<file path="config.mk">
export PLATFORM = sky130hd
export DESIGN_NAME = scalar_kalman_filter_flat
export DESIGN_NICKNAME = d
export VERILOG_FILES = /design/src/skf_pkg.sv /design/src/skf_if.sv /design/src/skf_div.sv /design/src/skf_mul.sv /design/src/scalar_kalman_filter.sv /design/src/flat_wrapper.sv
export SDC_FILE = /design/constraint.sdc
export NUM_CORES = 2
export LEC_CHECK = 0
export BUFFER_PORTS_ARGS = -buffer_cell sky130_fd_sc_hd__buf_2
export CAP_MARGIN = 20
export CORE_MARGIN = 1.5
export CORE_UTILIZATION = 25
export CTS_BUF_LIST = sky130_fd_sc_hd__clkbuf_4 sky130_fd_sc_hd__clkbuf_8
export CTS_CLUSTER_SIZE = 8
export DETAILED_ROUTE_END_ITERATION = 16
export PLACE_DENSITY = 0.48
export SLEW_MARGIN = 30
export SYNTH_ARGS = -nofsm -noshare
export SYNTH_HDL_FRONTEND = slang
export SYNTH_SLANG_ARGS = --single-unit
</file>
<file path="constraint.sdc">
create_clock -name clock -period 25.7 [get_ports clock]
set_input_delay 1.285 -clock clock [delete_from_list [all_inputs] [get_ports clock]]
set_output_delay 1.285 -clock clock [all_outputs]
set_load 0.1 [all_outputs]
</file>
<file path="src/skf_pkg.sv">
// Shared constants and types of the scalar Kalman filter.
`timescale 1ns / 1ps

package skf_pkg;

   localparam int FRAC_BITS_DEFAULT  = 16;
   localparam int DATA_WIDTH_DEFAULT = 32;

   // Configuration register indexes.
   localparam int CSR_INDEX_WIDTH = 8;
   localparam logic [CSR_INDEX_WIDTH-1:0] CSR_PROCESS_NOISE     = 8'd0;
   localparam logic [CSR_INDEX_WIDTH-1:0] CSR_MEASUREMENT_NOISE = 8'd1;

   // Sequencer states of the filter update.
   typedef enum logic [2:0] {
      ST_IDLE,
      ST_PRIOR,
      ST_DIVIDE,
      ST_MUL_EST,
      ST_MUL_COV,
      ST_COV,
      ST_OUT
   } state_type;

   // Status reported by the gain divider.
   typedef struct packed {
      logic busy;
      logic done;
   } div_status_type;

endpackage

</file>
<file path="src/skf_if.sv">
// Handshake channel interfaces of the scalar Kalman filter.
`timescale 1ns / 1ps

interface skf_req_if #(
   parameter int DATA_WIDTH = skf_pkg::DATA_WIDTH_DEFAULT
);
   logic                         valid;
   logic                         ready;
   logic signed [DATA_WIDTH-1:0] measurement;

   modport source (output valid, output measurement, input ready);
   modport sink   (input valid, input measurement, output ready);
endinterface

interface skf_rsp_if #(
   parameter int DATA_WIDTH = skf_pkg::DATA_WIDTH_DEFAULT
);
   logic                         valid;
   logic                         ready;
   logic signed [DATA_WIDTH-1:0] estimate;

   modport source (output valid, output estimate, input ready);
   modport sink   (input valid, input estimate, output ready);
endinterface

interface skf_csr_if #(
   parameter int DATA_WIDTH = skf_pkg::DATA_WIDTH_DEFAULT
);
   logic                                  valid;
   logic                                  ready;
   logic [skf_pkg::CSR_INDEX_WIDTH-1:0]   index;
   logic [DATA_WIDTH-1:0]                 data;

   modport source (output valid, output index, output data, input ready);
   modport sink   (input valid, input index, input data, output ready);
endinterface

</file>
<file path="src/skf_div.sv">
// Restoring divider that forms the fractional Kalman gain, one bit per cycle.
`timescale 1ns / 1ps

module skf_div #(
   parameter int DEN_WIDTH = skf_pkg::DATA_WIDTH_DEFAULT + 4,
   parameter int FRAC_BITS = skf_pkg::FRAC_BITS_DEFAULT
) (
   input  logic                      clock,
   input  logic                      reset,
   input  logic                      start,
   input  logic [DEN_WIDTH-1:0]      num,
   input  logic [DEN_WIDTH-1:0]      den,
   output skf_pkg::div_status_type   status,
   output logic [FRAC_BITS:0]        quotient
);

   localparam int CNT_WIDTH = $clog2(FRAC_BITS + 1);
   localparam logic [FRAC_BITS:0] GAIN_ONE = {1'b1, {FRAC_BITS{1'b0}}};

   logic [DEN_WIDTH-1:0] rem_ff, rem_in;
   logic [DEN_WIDTH-1:0] den_ff, den_in;
   logic [FRAC_BITS:0]   quo_ff, quo_in;
   logic [CNT_WIDTH-1:0] cnt_ff, cnt_in;
   logic                 run_ff, run_in;
   logic                 done_ff, done_in;

   logic [DEN_WIDTH:0]   shifted;
   logic [DEN_WIDTH:0]   den_ext;
   logic [DEN_WIDTH:0]   diff;
   logic                 fits;

   assign shifted = {rem_ff, 1'b0};
   assign den_ext = {1'b0, den_ff};
   assign diff    = shifted - den_ext;
   assign fits    = (shifted >= den_ext);

   always_comb begin
      rem_in  = rem_ff;
      den_in  = den_ff;
      quo_in  = quo_ff;
      cnt_in  = cnt_ff;
      run_in  = run_ff;
      done_in = 1'b0;
      if (start) begin
         den_in = den;
         if (num >= den) begin
            // The prior covers the whole denominator: the gain is one.
            quo_in  = GAIN_ONE;
            done_in = 1'b1;
            run_in  = 1'b0;
         end else begin
            rem_in = num;
            quo_in = '0;
            cnt_in = CNT_WIDTH'(FRAC_BITS);
            run_in = 1'b1;
         end
      end else if (run_ff) begin
         if (fits) begin
            rem_in = diff[DEN_WIDTH-1:0];
         end else begin
            rem_in = shifted[DEN_WIDTH-1:0];
         end
         quo_in = {quo_ff[FRAC_BITS-1:0], fits};
         cnt_in = cnt_ff - CNT_WIDTH'(1);
         if (cnt_ff == CNT_WIDTH'(1)) begin
            run_in  = 1'b0;
            done_in = 1'b1;
         end
      end
   end

   always_ff @(posedge clock) begin
      if (reset) begin
         run_ff  <= 1'b0;
         done_ff <= 1'b0;
         cnt_ff  <= '0;
      end else begin
         run_ff  <= run_in;
         done_ff <= done_in;
         cnt_ff  <= cnt_in;
      end
      rem_ff <= rem_in;
      den_ff <= den_in;
      quo_ff <= quo_in;
   end

   assign status.busy = run_ff;
   assign status.done = done_ff;
   assign quotient    = quo_ff;

endmodule

</file>
<file path="src/skf_mul.sv">
// Shared signed multiplier with a registered product.
`timescale 1ns / 1ps

module skf_mul #(
   parameter int A_WIDTH = skf_pkg::DATA_WIDTH_DEFAULT + 4,
   parameter int B_WIDTH = skf_pkg::FRAC_BITS_DEFAULT + 2
) (
   input  logic                               clock,
   input  logic signed [A_WIDTH-1:0]          a,
   input  logic signed [B_WIDTH-1:0]          b,
   output logic signed [A_WIDTH+B_WIDTH-1:0]  product
);

   logic signed [A_WIDTH+B_WIDTH-1:0] product_ff, product_in;

   assign product_in = $signed(A_WIDTH'(a)) * $signed(B_WIDTH'(b));

   always_ff @(posedge clock) begin
      product_ff <= product_in;
   end

   assign product = product_ff;

endmodule

</file>
<file path="src/scalar_kalman_filter.sv">
// Top level of the scalar constant-state Kalman filter in fixed point.
//
//   Channel  Direction  Payload                          Meaning
//   req      in         measurement (signed Q.FRAC)      new raw measurement
//   rsp      out        estimate    (signed Q.FRAC)      updated filtered estimate
//   csr      in         index, data                      process / measurement noise
//
// Each item steps through the states prior, divide, estimate multiply,
// covariance multiply, covariance and output before the next is accepted. The
// gain divider retires one quotient bit per cycle (FRAC_BITS bits; the default
// format is Q16.16). When the measurement noise is zero the gain is one at once.
// Reset (synchronous) clears the estimate, sets the covariance to 20.0 and
// restores the noise registers to 0.01 and 1.0. No channel accepts during reset.
// The result sits in an output register, so a new item is taken while it
// waits; only a second finished result stalls the sequencer until rsp drains.
`timescale 1ns / 1ps

module scalar_kalman_filter #(
   parameter int FRAC_BITS  = skf_pkg::FRAC_BITS_DEFAULT,
   parameter int DATA_WIDTH = skf_pkg::DATA_WIDTH_DEFAULT
) (
   input  logic      clock,
   input  logic      reset,
   skf_req_if.sink   req,
   skf_rsp_if.source rsp,
   skf_csr_if.sink   csr
);

   // Widths of the intermediate quantities.
   localparam int W   = DATA_WIDTH;
   localparam int CW  = W + 2;          // covariance
   localparam int PW  = W + 3;          // prior covariance
   localparam int DW  = W + 4;          // gain denominator
   localparam int EW  = W + 1;          // innovation (measurement error)
   localparam int GW  = FRAC_BITS + 1;  // gain, unsigned, up to one
   localparam int AW  = W + 4;          // multiplier operand a
   localparam int BW  = FRAC_BITS + 2;  // multiplier operand b
   localparam int PRW = AW + BW;        // product

   localparam logic [GW-1:0] GAIN_ONE = {1'b1, {FRAC_BITS{1'b0}}};
   localparam logic [CW-1:0] COV_MAX  = {CW{1'b1}};
   localparam logic [CW-1:0] COV_RESET = CW'(20) << FRAC_BITS;
   localparam logic [W-1:0]  PROCESS_NOISE_RESET = W'((64'd1 << FRAC_BITS) / 100);
   localparam logic [W-1:0]  MEASUREMENT_NOISE_RESET = W'(1) << FRAC_BITS;

   // Configuration registers.
   logic [W-1:0] process_noise_ff;
   logic [W-1:0] measurement_noise_ff;

   // Filter state and per-item working registers.
   skf_pkg::state_type state_ff, state_in;
   logic signed [W-1:0]  estimate_ff, estimate_in;
   logic [CW-1:0]        covariance_ff, covariance_in;
   logic signed [W-1:0]  meas_ff;
   logic [PW-1:0]        prior_ff;

   // Output register.
   logic                 rsp_valid_ff;
   logic signed [W-1:0]  rsp_estimate_ff;

   // Sequencer controls.
   logic req_accept;
   logic div_start;
   logic mul_sel_cov;
   logic est_load;
   logic cov_load;
   logic out_load;
   logic out_free;

   // Datapath signals.
   logic [PW-1:0]            prior_sum;
   logic [DW-1:0]            den_sum;
   logic signed [EW-1:0]     err_diff;
   skf_pkg::div_status_type  div_status;
   logic [GW-1:0]            gain;
   logic [GW-1:0]            gain_rest;
   logic signed [AW-1:0]     mul_a;
   logic signed [BW-1:0]     mul_b;
   logic signed [PRW-1:0]    product;
   logic signed [PRW-1:0]    product_shift;
   logic signed [PRW-1:0]    estimate_sum;

   assign req_accept = req.valid && req.ready;
   assign req.ready  = (state_ff == skf_pkg::ST_IDLE) && !reset;
   assign csr.ready  = !reset;
   assign out_free   = !rsp_valid_ff || rsp.ready;

   // Configuration writes; an index outside the register list is ignored.
   always_ff @(posedge clock) begin
      if (reset) begin
         process_noise_ff     <= PROCESS_NOISE_RESET;
         measurement_noise_ff <= MEASUREMENT_NOISE_RESET;
      end else if (csr.valid && csr.ready) begin
         if (csr.index == skf_pkg::CSR_PROCESS_NOISE) begin
            process_noise_ff <= csr.data;
         end
         if (csr.index == skf_pkg::CSR_MEASUREMENT_NOISE) begin
            measurement_noise_ff <= csr.data;
         end
      end
   end

   // Prior covariance, gain denominator and innovation.
   assign prior_sum = {1'b0, covariance_ff} + {3'b000, process_noise_ff};
   assign den_sum   = {1'b0, prior_ff} + {4'b0000, measurement_noise_ff};
   assign err_diff  = {meas_ff[W-1], meas_ff} - {estimate_ff[W-1], estimate_ff};

   skf_div #(
      .DEN_WIDTH (DW),
      .FRAC_BITS (FRAC_BITS)
   ) u_div (
      .clock    (clock),
      .reset    (reset),
      .start    (div_start),
      .num      ({1'b0, prior_ff}),
      .den      (den_sum),
      .status   (div_status),
      .quotient (gain)
   );

   // The one multiplier serves both the estimate step and the covariance step.
   assign gain_rest = GAIN_ONE - gain;
   always_comb begin
      if (mul_sel_cov) begin
         mul_a = $signed({1'b0, prior_ff});
         mul_b = $signed({1'b0, gain_rest});
      end else begin
         mul_a = $signed({{(AW - EW){err_diff[EW-1]}}, err_diff});
         mul_b = $signed({1'b0, gain});
      end
   end

   skf_mul #(
      .A_WIDTH (AW),
      .B_WIDTH (BW)
   ) u_mul (
      .clock   (clock),
      .a       (mul_a),
      .b       (mul_b),
      .product (product)
   );

   // An arithmetic shift floors the scaled product, so a negative innovation
   // moves the estimate down by the rounded-up magnitude.
   assign product_shift = product >>> FRAC_BITS;
   assign estimate_sum  = $signed({{(PRW - W){estimate_ff[W-1]}}, estimate_ff})
                          + product_shift;
   assign estimate_in   = estimate_sum[W-1:0];

   // The new covariance never exceeds the prior; it saturates at its top value.
   assign covariance_in = (|product_shift[PRW-1:CW]) ? COV_MAX : product_shift[CW-1:0];

   // Sequencer: next state and controls.
   always_comb begin
      state_in    = state_ff;
      div_start   = 1'b0;
      mul_sel_cov = 1'b0;
      est_load    = 1'b0;
      cov_load    = 1'b0;
      out_load    = 1'b0;
      unique case (state_ff)
         skf_pkg::ST_IDLE: begin
            if (req_accept) begin
               state_in = skf_pkg::ST_PRIOR;
            end
         end
         skf_pkg::ST_PRIOR: begin
            div_start = 1'b1;
            state_in  = skf_pkg::ST_DIVIDE;
         end
         skf_pkg::ST_DIVIDE: begin
            if (div_status.done) begin
               state_in = skf_pkg::ST_MUL_EST;
            end
         end
         skf_pkg::ST_MUL_EST: begin
            state_in = skf_pkg::ST_MUL_COV;
         end
         skf_pkg::ST_MUL_COV: begin
            mul_sel_cov = 1'b1;
            est_load    = 1'b1;
            state_in    = skf_pkg::ST_COV;
         end
         skf_pkg::ST_COV: begin
            cov_load = 1'b1;
            state_in = skf_pkg::ST_OUT;
         end
         skf_pkg::ST_OUT: begin
            if (out_free) begin
               out_load = 1'b1;
               state_in = skf_pkg::ST_IDLE;
            end
         end
         default: begin
            state_in = skf_pkg::ST_IDLE;
         end
      endcase
   end

   always_ff @(posedge clock) begin
      if (reset) begin
         state_ff <= skf_pkg::ST_IDLE;
      end else begin
         state_ff <= state_in;
      end
   end

   // Filter state and working registers.
   always_ff @(posedge clock) begin
      if (reset) begin
         estimate_ff   <= '0;
         covariance_ff <= COV_RESET;
      end else begin
         if (est_load) begin
            estimate_ff <= estimate_in;
         end
         if (cov_load) begin
            covariance_ff <= covariance_in;
         end
      end
      if (req_accept) begin
         meas_ff  <= req.measurement;
         prior_ff <= prior_sum;
      end
   end

   // Output register: holds one finished item until the sink takes it.
   always_ff @(posedge clock) begin
      if (reset) begin
         rsp_valid_ff <= 1'b0;
      end else if (out_load) begin
         rsp_valid_ff <= 1'b1;
      end else if (rsp.ready) begin
         rsp_valid_ff <= 1'b0;
      end
      if (out_load) begin
         rsp_estimate_ff <= estimate_ff;
      end
   end

   assign rsp.valid    = rsp_valid_ff;
   assign rsp.estimate = rsp_estimate_ff;

endmodule
</file>
<file path="src/flat_wrapper.sv">
// flat-port wrapper written by rule: the top's interface ports become plain ports
module scalar_kalman_filter_flat 
#(
   parameter int FRAC_BITS  = skf_pkg::FRAC_BITS_DEFAULT,
   parameter int DATA_WIDTH = skf_pkg::DATA_WIDTH_DEFAULT
)
  (clock, reset, req_valid, req_measurement, req_ready, rsp_valid, rsp_estimate, rsp_ready, csr_valid, csr_index, csr_data, csr_ready);
  skf_req_if #(.DATA_WIDTH(DATA_WIDTH)) req_i ();
  skf_rsp_if #(.DATA_WIDTH(DATA_WIDTH)) rsp_i ();
  skf_csr_if #(.DATA_WIDTH(DATA_WIDTH)) csr_i ();
  input  logic clock;
  input  logic reset;
  input wire logic [$bits(req_i.valid)-1:0] req_valid;
  input wire logic [$bits(req_i.measurement)-1:0] req_measurement;
  output wire logic [$bits(req_i.ready)-1:0] req_ready;
  output wire logic [$bits(rsp_i.valid)-1:0] rsp_valid;
  output wire logic [$bits(rsp_i.estimate)-1:0] rsp_estimate;
  input wire logic [$bits(rsp_i.ready)-1:0] rsp_ready;
  input wire logic [$bits(csr_i.valid)-1:0] csr_valid;
  input wire logic [$bits(csr_i.index)-1:0] csr_index;
  input wire logic [$bits(csr_i.data)-1:0] csr_data;
  output wire logic [$bits(csr_i.ready)-1:0] csr_ready;
  assign req_i.valid = req_valid;
  assign req_i.measurement = req_measurement;
  assign req_ready = req_i.ready;
  assign rsp_valid = rsp_i.valid;
  assign rsp_estimate = rsp_i.estimate;
  assign rsp_i.ready = rsp_ready;
  assign csr_i.valid = csr_valid;
  assign csr_i.index = csr_index;
  assign csr_i.data = csr_data;
  assign csr_ready = csr_i.ready;
  scalar_kalman_filter #(.FRAC_BITS(FRAC_BITS), .DATA_WIDTH(DATA_WIDTH)) u_core (.clock(clock), .reset(reset), .req(req_i), .rsp(rsp_i), .csr(csr_i));
endmodule
</file>
Word level (Yosys, flattened, before mapping)
Index checks and enable logic that the tools add are counted.
{"block": "word_totals", "word_cells": 85, "output_inout_bits": 35, "input_bits": 77, "regBits": 383}
{"block": "classes", "order_cmp": 2, "mux": 32, "mul": 1, "eq_ne": 12, "n_reduce_logical": 15, "addsub": 7}
{"op": "$mux W36", "count": 5}
{"op": "$mux W17", "count": 4}
{"op": "$mul A36 B18 Y54", "count": 1}
{"op": "$ge A37 B36 Y1", "count": 1}
{"op": "$add A35 B32 Y36", "count": 1}
{"op": "$ge A35 B36 Y1", "count": 1}
{"op": "$sub A36 B36 Y36", "count": 1}
{"op": "$add A34 B32 Y35", "count": 1}
{"op": "$mux W34", "count": 1}
{"op": "$sub A32 B32 Y33", "count": 1}
{"op": "$add A32 B32 Y32", "count": 1}
{"op": "$pmux W3 S7", "count": 1}
{"op": "$sub A17 B17 Y17 const A", "count": 1}
{"op": "$mux W1", "count": 15}
{"op": "$mux W5", "count": 3}
{"op": "$eq A3 B3 Y1 const B", "count": 3}
{"op": "$mux W3", "count": 3}
{"op": "$eq A8 B1 Y1 const B", "count": 1}
{"op": "$logic_not A8 Y1", "count": 1}
{"op": "$eq A3 B2 Y1 const B", "count": 2}
{"op": "$reduce_and A2 Y1", "count": 3}
{"op": "$eq A5 B1 Y1 const B", "count": 1}
{"op": "$sub A5 B1 Y5 const B", "count": 1}
{"op": "$ne A2 B1 Y1 const B", "count": 2}
{"op": "other kinds (9)", "count": 14}

Logic depth before layout (Yosys ltp)
{"block": "logic_depth", "word_depth": 5, "depth_mapped": 39, "mapped_depth_nobuf": 36}

By module
Synthesis repeated with hierarchy kept, for this count alone.
{"block": "unflattened", "hier_cells": 5004, "area_unflattened_um2": 45057.0}
{"mod": "skf_mul", "area_each_um2": 23359.9, "cells_per_inst": 2614, "seq_area_each_um2": 1081.0, "instances": 1}
{"mod": "scalar_kalman_filter", "area_each_um2": 14667.8, "cells_per_inst": 1669, "seq_area_each_um2": 5655.4, "instances": 1}
{"mod": "skf_div", "area_each_um2": 7029.2, "cells_per_inst": 721, "seq_area_each_um2": 2812.7, "instances": 1}

Worst setup path before layout
Ideal clock, no wire load.
{"block": "synth_path", "path_kind": "register -> register", "startpoint": "reg u_core.estimate_ff[13]", "endpoint": "reg u_core.u_mul.product_ff[53] (netlist: u_core.u_mul.product[53])", "slack_ns": 17.480, "t_required_ns": 25.628, "stages_incl_launch_ff": 35, "period_less_slack_ns": 8.220, "arrival_ns": 8.148, "setup_time_ns": 0.072, "n_path_buf": 2, "path_cell_list": "dfxtp_1 > inv_1 > ha_1 > clkbuf_1 > o21a_1 > o21ai_0 > a21oi_1 > nor2_1 > or3_1 > a31o_1 > a21oi_1 > nor2_1 > a31oi_1 > buf_2 > nor3_1 > fa_1 > inv_1 > fa_1 > inv_1 > fa_1 > fa_1 > fa_1 > inv_1 > fa_1 > inv_1 > ha_1 > nand2_1 > nor4_1 > a221o_1 > a31oi_1 > nand3b_1 > nand3_1 > a211o_1 > a21oi_1 > xnor2_1"}
{"block": "synth_via", "elab_chain_cells": 3}
{"element": "start, declared", "line_no": "scalar_kalman_filter.sv:52", "rtl": "logic signed [W-1:0] estimate_ff, estimate_in;"}
{"element": "start signal, assigned", "line_no": "scalar_kalman_filter.sv:215", "rtl": "estimate_ff <= estimate_in;"}
{"element": "$sub A32 B32 Y33", "line_no": "scalar_kalman_filter.sv:106", "rtl": "assign err_diff = {meas_ff[W-1], meas_ff} - {estimate_ff[W-1], estimate_ff};"}
{"element": "$mux W36", "line_no": "scalar_kalman_filter.sv:124", "rtl": "if (mul_sel_cov) begin"}
{"element": "$mul A36 B18 Y54", "line_no": "skf_mul.sv:16", "rtl": "assign product_in = $signed(A_WIDTH'(a)) * $signed(B_WIDTH'(b));"}
{"element": "via u_core.u_mul.product_in[53]", "line_no": "skf_mul.sv:14", "rtl": "logic signed [A_WIDTH+B_WIDTH-1:0] product_ff, product_in;"}
{"element": "end signal, assigned", "line_no": "skf_mul.sv:19", "rtl": "product_ff <= product_in;"}
{"element": "end, declared", "line_no": "skf_mul.sv:14"}
The timed path passes the listed nets, and every way through them passes these cells.
A chain may end at the register's enable or synchronous reset.

Worst setup path after layout
{"block": "layout_path", "startpoint": "reg u_core.meas_ff[0]", "endpoint": "reg u_core.u_mul.product_ff[53] (netlist: u_core.u_mul.product[53])"}
{"block": "layout_via", "elab_chain_cells": 3}
{"element": "start, declared", "line_no": "scalar_kalman_filter.sv:54", "rtl": "logic signed [W-1:0] meas_ff;"}
{"element": "start signal, assigned", "line_no": "scalar_kalman_filter.sv:222", "rtl": "meas_ff <= req.measurement;"}
{"element": "$sub A32 B32 Y33", "line_no": "scalar_kalman_filter.sv:106"}
{"element": "$mux W36", "line_no": "scalar_kalman_filter.sv:124"}
{"element": "$mul A36 B18 Y54", "line_no": "skf_mul.sv:16"}
{"element": "via u_core.u_mul.product_in[53]", "line_no": "skf_mul.sv:14"}
The timed path passes the listed nets, and every way through them passes these cells.

==> flow_summary_export.csv <==
group,metric,value,unit
status,status,"completed",
sta,timing.final.ws_setup,15.87,ns
synth,ys_types,92,
critical_path,path_max_fanout,8,
sta,finalHoldViolCount,0,
synth,synth_area,43800,um^2
floorplan,dieHeight,422,um
synth,synth.ff_latch_count,367,
clocking,cts_setup_buffers,0,
detailed_routing,ant_nets,0,
clocking,postCtsResizedCells,0,
clocking,clock_latency,0.75,ns
detailed_routing,drc,0,
floorplan,io_pins,112,
detailed_routing,first_pass_iters,5,
synth,synth_cells,4946,
critical_path,critPathSlowestCell,"a21oi_1",
critical_path,critPathCaptureType,"register",
clocking,cts_root_buf,"clkbuf_8",
sta,tightest_slew,0.998,ns
detailed_routing,num_vias,35300,
layout,seq_area,9230,um^2
clocking,cts.sinks,367,
critical_path,worstPathRequired,26.32,ns
synth,synth.avg_cell_area,8.86,um^2
layout,final_nets,5965,
layout,multi_input_area,30900,um^2
synth,async_reset_ff_frac,0,
synth,syn_nets,5930,
sta,rsz0062_at_grt,"no",
sta,min_period,9.83,ns
detailed_routing,first_iter_violations,2465,
floorplan,design.core.area,174000,um^2
grt,grt_usage,0.168,
synth,yosys_warnings,0,
clocking,cts_tree,"built",
clocking,clkTransAtPathRegs,0.07,ns
layout,drive_above_1_share,0.0838,
floorplan,die_w,422,um
placement,io_buffers,111,
grt,grt_pass1_wl,227000,um
sta,fin_setup_tns,0,ns
clocking,hold_buffers,0,
sta,relSlewSlack,0.328,
sta,whs,0.461,ns
sta,min_period_over_period,0.383,
grt,antenna_found_initial,8,
floorplan,initial_utilization,0.252,
detailed_routing,viasPerCell,4.79,
layout,fillers,18600,
grt,grt_pass1_vias,35700,
critical_path,crit_type,"register to register",
layout,finish.utilization,0.281,
synth,synth_edf_count,188,
placement,place_ws,15.84,ns
placement,dp.final_hpwl,119000,um
detailed_routing,routedWlPerCell,20.5,um
synth,synth-main-ff-cell,"edfxtp_1",
placement,finalWeightedCongestion,0.875,
sta,setup_viol,0,
clocking,cts_buffer_depth,3,
critical_path,arrival,10.46,ns
sta,clock_skew,0.0334,ns
hold_path,hold_path.class,"register to register",
floorplan,dieArea,178000,um^2
grt,grt_overflow,0,
critical_path,startpoint_type,"register",
clocking,cts_buffers,70,
detailed_routing,drt-total-wl,151000,um
synth,ys_seq_area_frac,0.211,
clocking,cts_max_level,3,
critical_path,slowest_delay,0.74,ns
floorplan,core.rowCount,153,
critical_path,crit_top_cell,"fa_1",
run,cap_violations,0,
sta,drv_slew,0,
sta,fmax,102,MHz
layout,area_delta_synth_final,11.4,%
grt,grt_start_max_net_pins,62,
==> registers in the layout, indices dropped and copies added (netlist names), 3 cells and up <==
name,count
u_core.covariance_ff,34
u_core.estimate_ff,32
u_core.meas_ff,32
u_core.measurement_noise_ff,32
u_core.prior_ff,35
u_core.process_noise_ff,32
u_core.rsp.estimate,32
u_core.state_ff,3
u_core.u_div.cnt_ff,5
u_core.u_div.den_ff,36
u_core.u_div.quotient,17
u_core.u_div.rem_ff,36
u_core.u_mul.product,38
==> worst max-delay path, delay by kind of cell, from the launching register on <==
kind	cells	cell delay (ns)
adders and majority gates	9	4.06
AOI/OAI and AO/OA	11	3.59
and+or+nand+nor	6	1.20
DFF	1	0.33
xor gates and xnor gates	2	0.28
buffers and inverters	5	0.24
==> synthesized netlist by cell type (12+ instances only) <==
library cell | n | area [um^2]
inv_1 | 824 | 3090
nand2_1 | 597 | 2240
fa_1 | 584 | 11700
nor2_1 | 399 | 1500
ha_1 | 323 | 4040
a21oi_1 | 300 | 1500
edfxtp_1 | 188 | 5650
clkbuf_1 | 186 | 698
dfxtp_1 | 179 | 3580
xnor2_1 | 134 | 1170
a21o_1 | 127 | 953
o21ai_0 | 120 | 601
nand3_1 | 73 | 365
xor2_1 | 69 | 604
nor3_1 | 67 | 335
and2_1 | 54 | 338
o211ai_1 | 49 | 368
a211oi_1 | 41 | 308
nor2b_1 | 41 | 257
nand4_1 | 40 | 250
nand2b_1 | 39 | 244
mux2i_1 | 33 | 330
o221a_2 | 32 | 360
a31oi_1 | 31 | 194
nor4_1 | 28 | 175
o21a_1 | 28 | 210
and3_1 | 26 | 163
o21ai_1 | 26 | 130
buf_1 | 18 | 67.6
or3_1 | 17 | 106
o21bai_1 | 15 | 113
or2_2 | 14 | 87.6
a311oi_1 | 13 | 114
o31ai_1 | 13 | 97.6
a211o_1 | 12 | 105
buf_2 | 12 | 60.1
nor3b_1 | 12 | 90.1
o311ai_1 | 12 | 105
or4_1 | 12 | 90.1
==> kinds of logic (layout without fill, tap and decap cells) <==
family / Yosys count / after routing / share of synthesized area
and+or+nand+nor: 1455 / 1455 / 0.149
other: 0 / 3 / 0
AOI/OAI and AO/OA: 929 / 929 / 0.141
muxes: 40 / 40 / 0.00933
adders and majority gates: 907 / 907 / 0.359
xor gates and xnor gates: 203 / 203 / 0.0406
DFF: 367 / 367 / 0.211
buffers and inverters: 1045 / 1137 / 0.0902
==> final timing paths <==
check / cells after the start / slack [ns] / to / from
max: 33 / 15.87 / u_core.u_mul.product[53]$_DFF_P_ / u_core.meas_ff[0]$_DFFE_PP_
max reg2reg: 33 / 15.87 / u_core.u_mul.product[53]$_DFF_P_ / u_core.meas_ff[0]$_DFFE_PP_
min reg2reg: 2 / 0.46 / u_core.measurement_noise_ff[8]$_SDFFE_PP0P_ / u_core.measurement_noise_ff[8]$_SDFFE_PP0P_
min: 2 / 0.46 / u_core.measurement_noise_ff[8]$_SDFFE_PP0P_ / u_core.measurement_noise_ff[8]$_SDFFE_PP0P_
==> final cells by class <==
type | count | area share
multi-input cells | 3534 | 0.634
inverters | 826 | 0.0635
repair buffers | 182 | 0.0223
flip-flops and latches | 367 | 0.189
diodes | 3 | 0.000154
clock buffers | 99 | 0.0256
clock inverters | 30 | 0.00638
well taps | 2325 | 0.0596
==> metrics by stage <==
| stage | instances | cell area, um^2 |
|---|---|---|
| final | 7366 | 48800 |
| after global routing | 7365 | 48800 |
| after CTS | 7363 | 48800 |
| after detailed placement | 7234 | 47300 |
| after global placement | 7231 | 47200 |
| after floorplan | 4946 | 43800 |
==> cell usage in the layout, fill, tap and decap left out, types with 111 or more instances in the layout <==
cell type    n
xnor2_1    123
fa_1       584
ha_1       323
nor2_1     396
nand2_1    595
inv_1      822
buf_2      111
a21oi_1    298
dfxtp_1    179
edfxtp_1   188
o21ai_0    120
a21o_1     127
==> routing by layer <==
| layer | GRT usage | part of all wire | up-vias |
|---|---|---|---|
| met1 | 0.225 | 0.44 | 17800 |
| met2 | 0.281 | 0.48 | 967 |
| met3 | 0.0188 | 0.047 | 202 |
| met5 | 0 | 0.000066 | - |
| li1 | - | - | 16300 |
| met4 | 0.0523 | 0.033 | 2 |
Power is not shown: default switching activity piles up to over one toggle a cycle in this logic, so the estimate is an artifact.
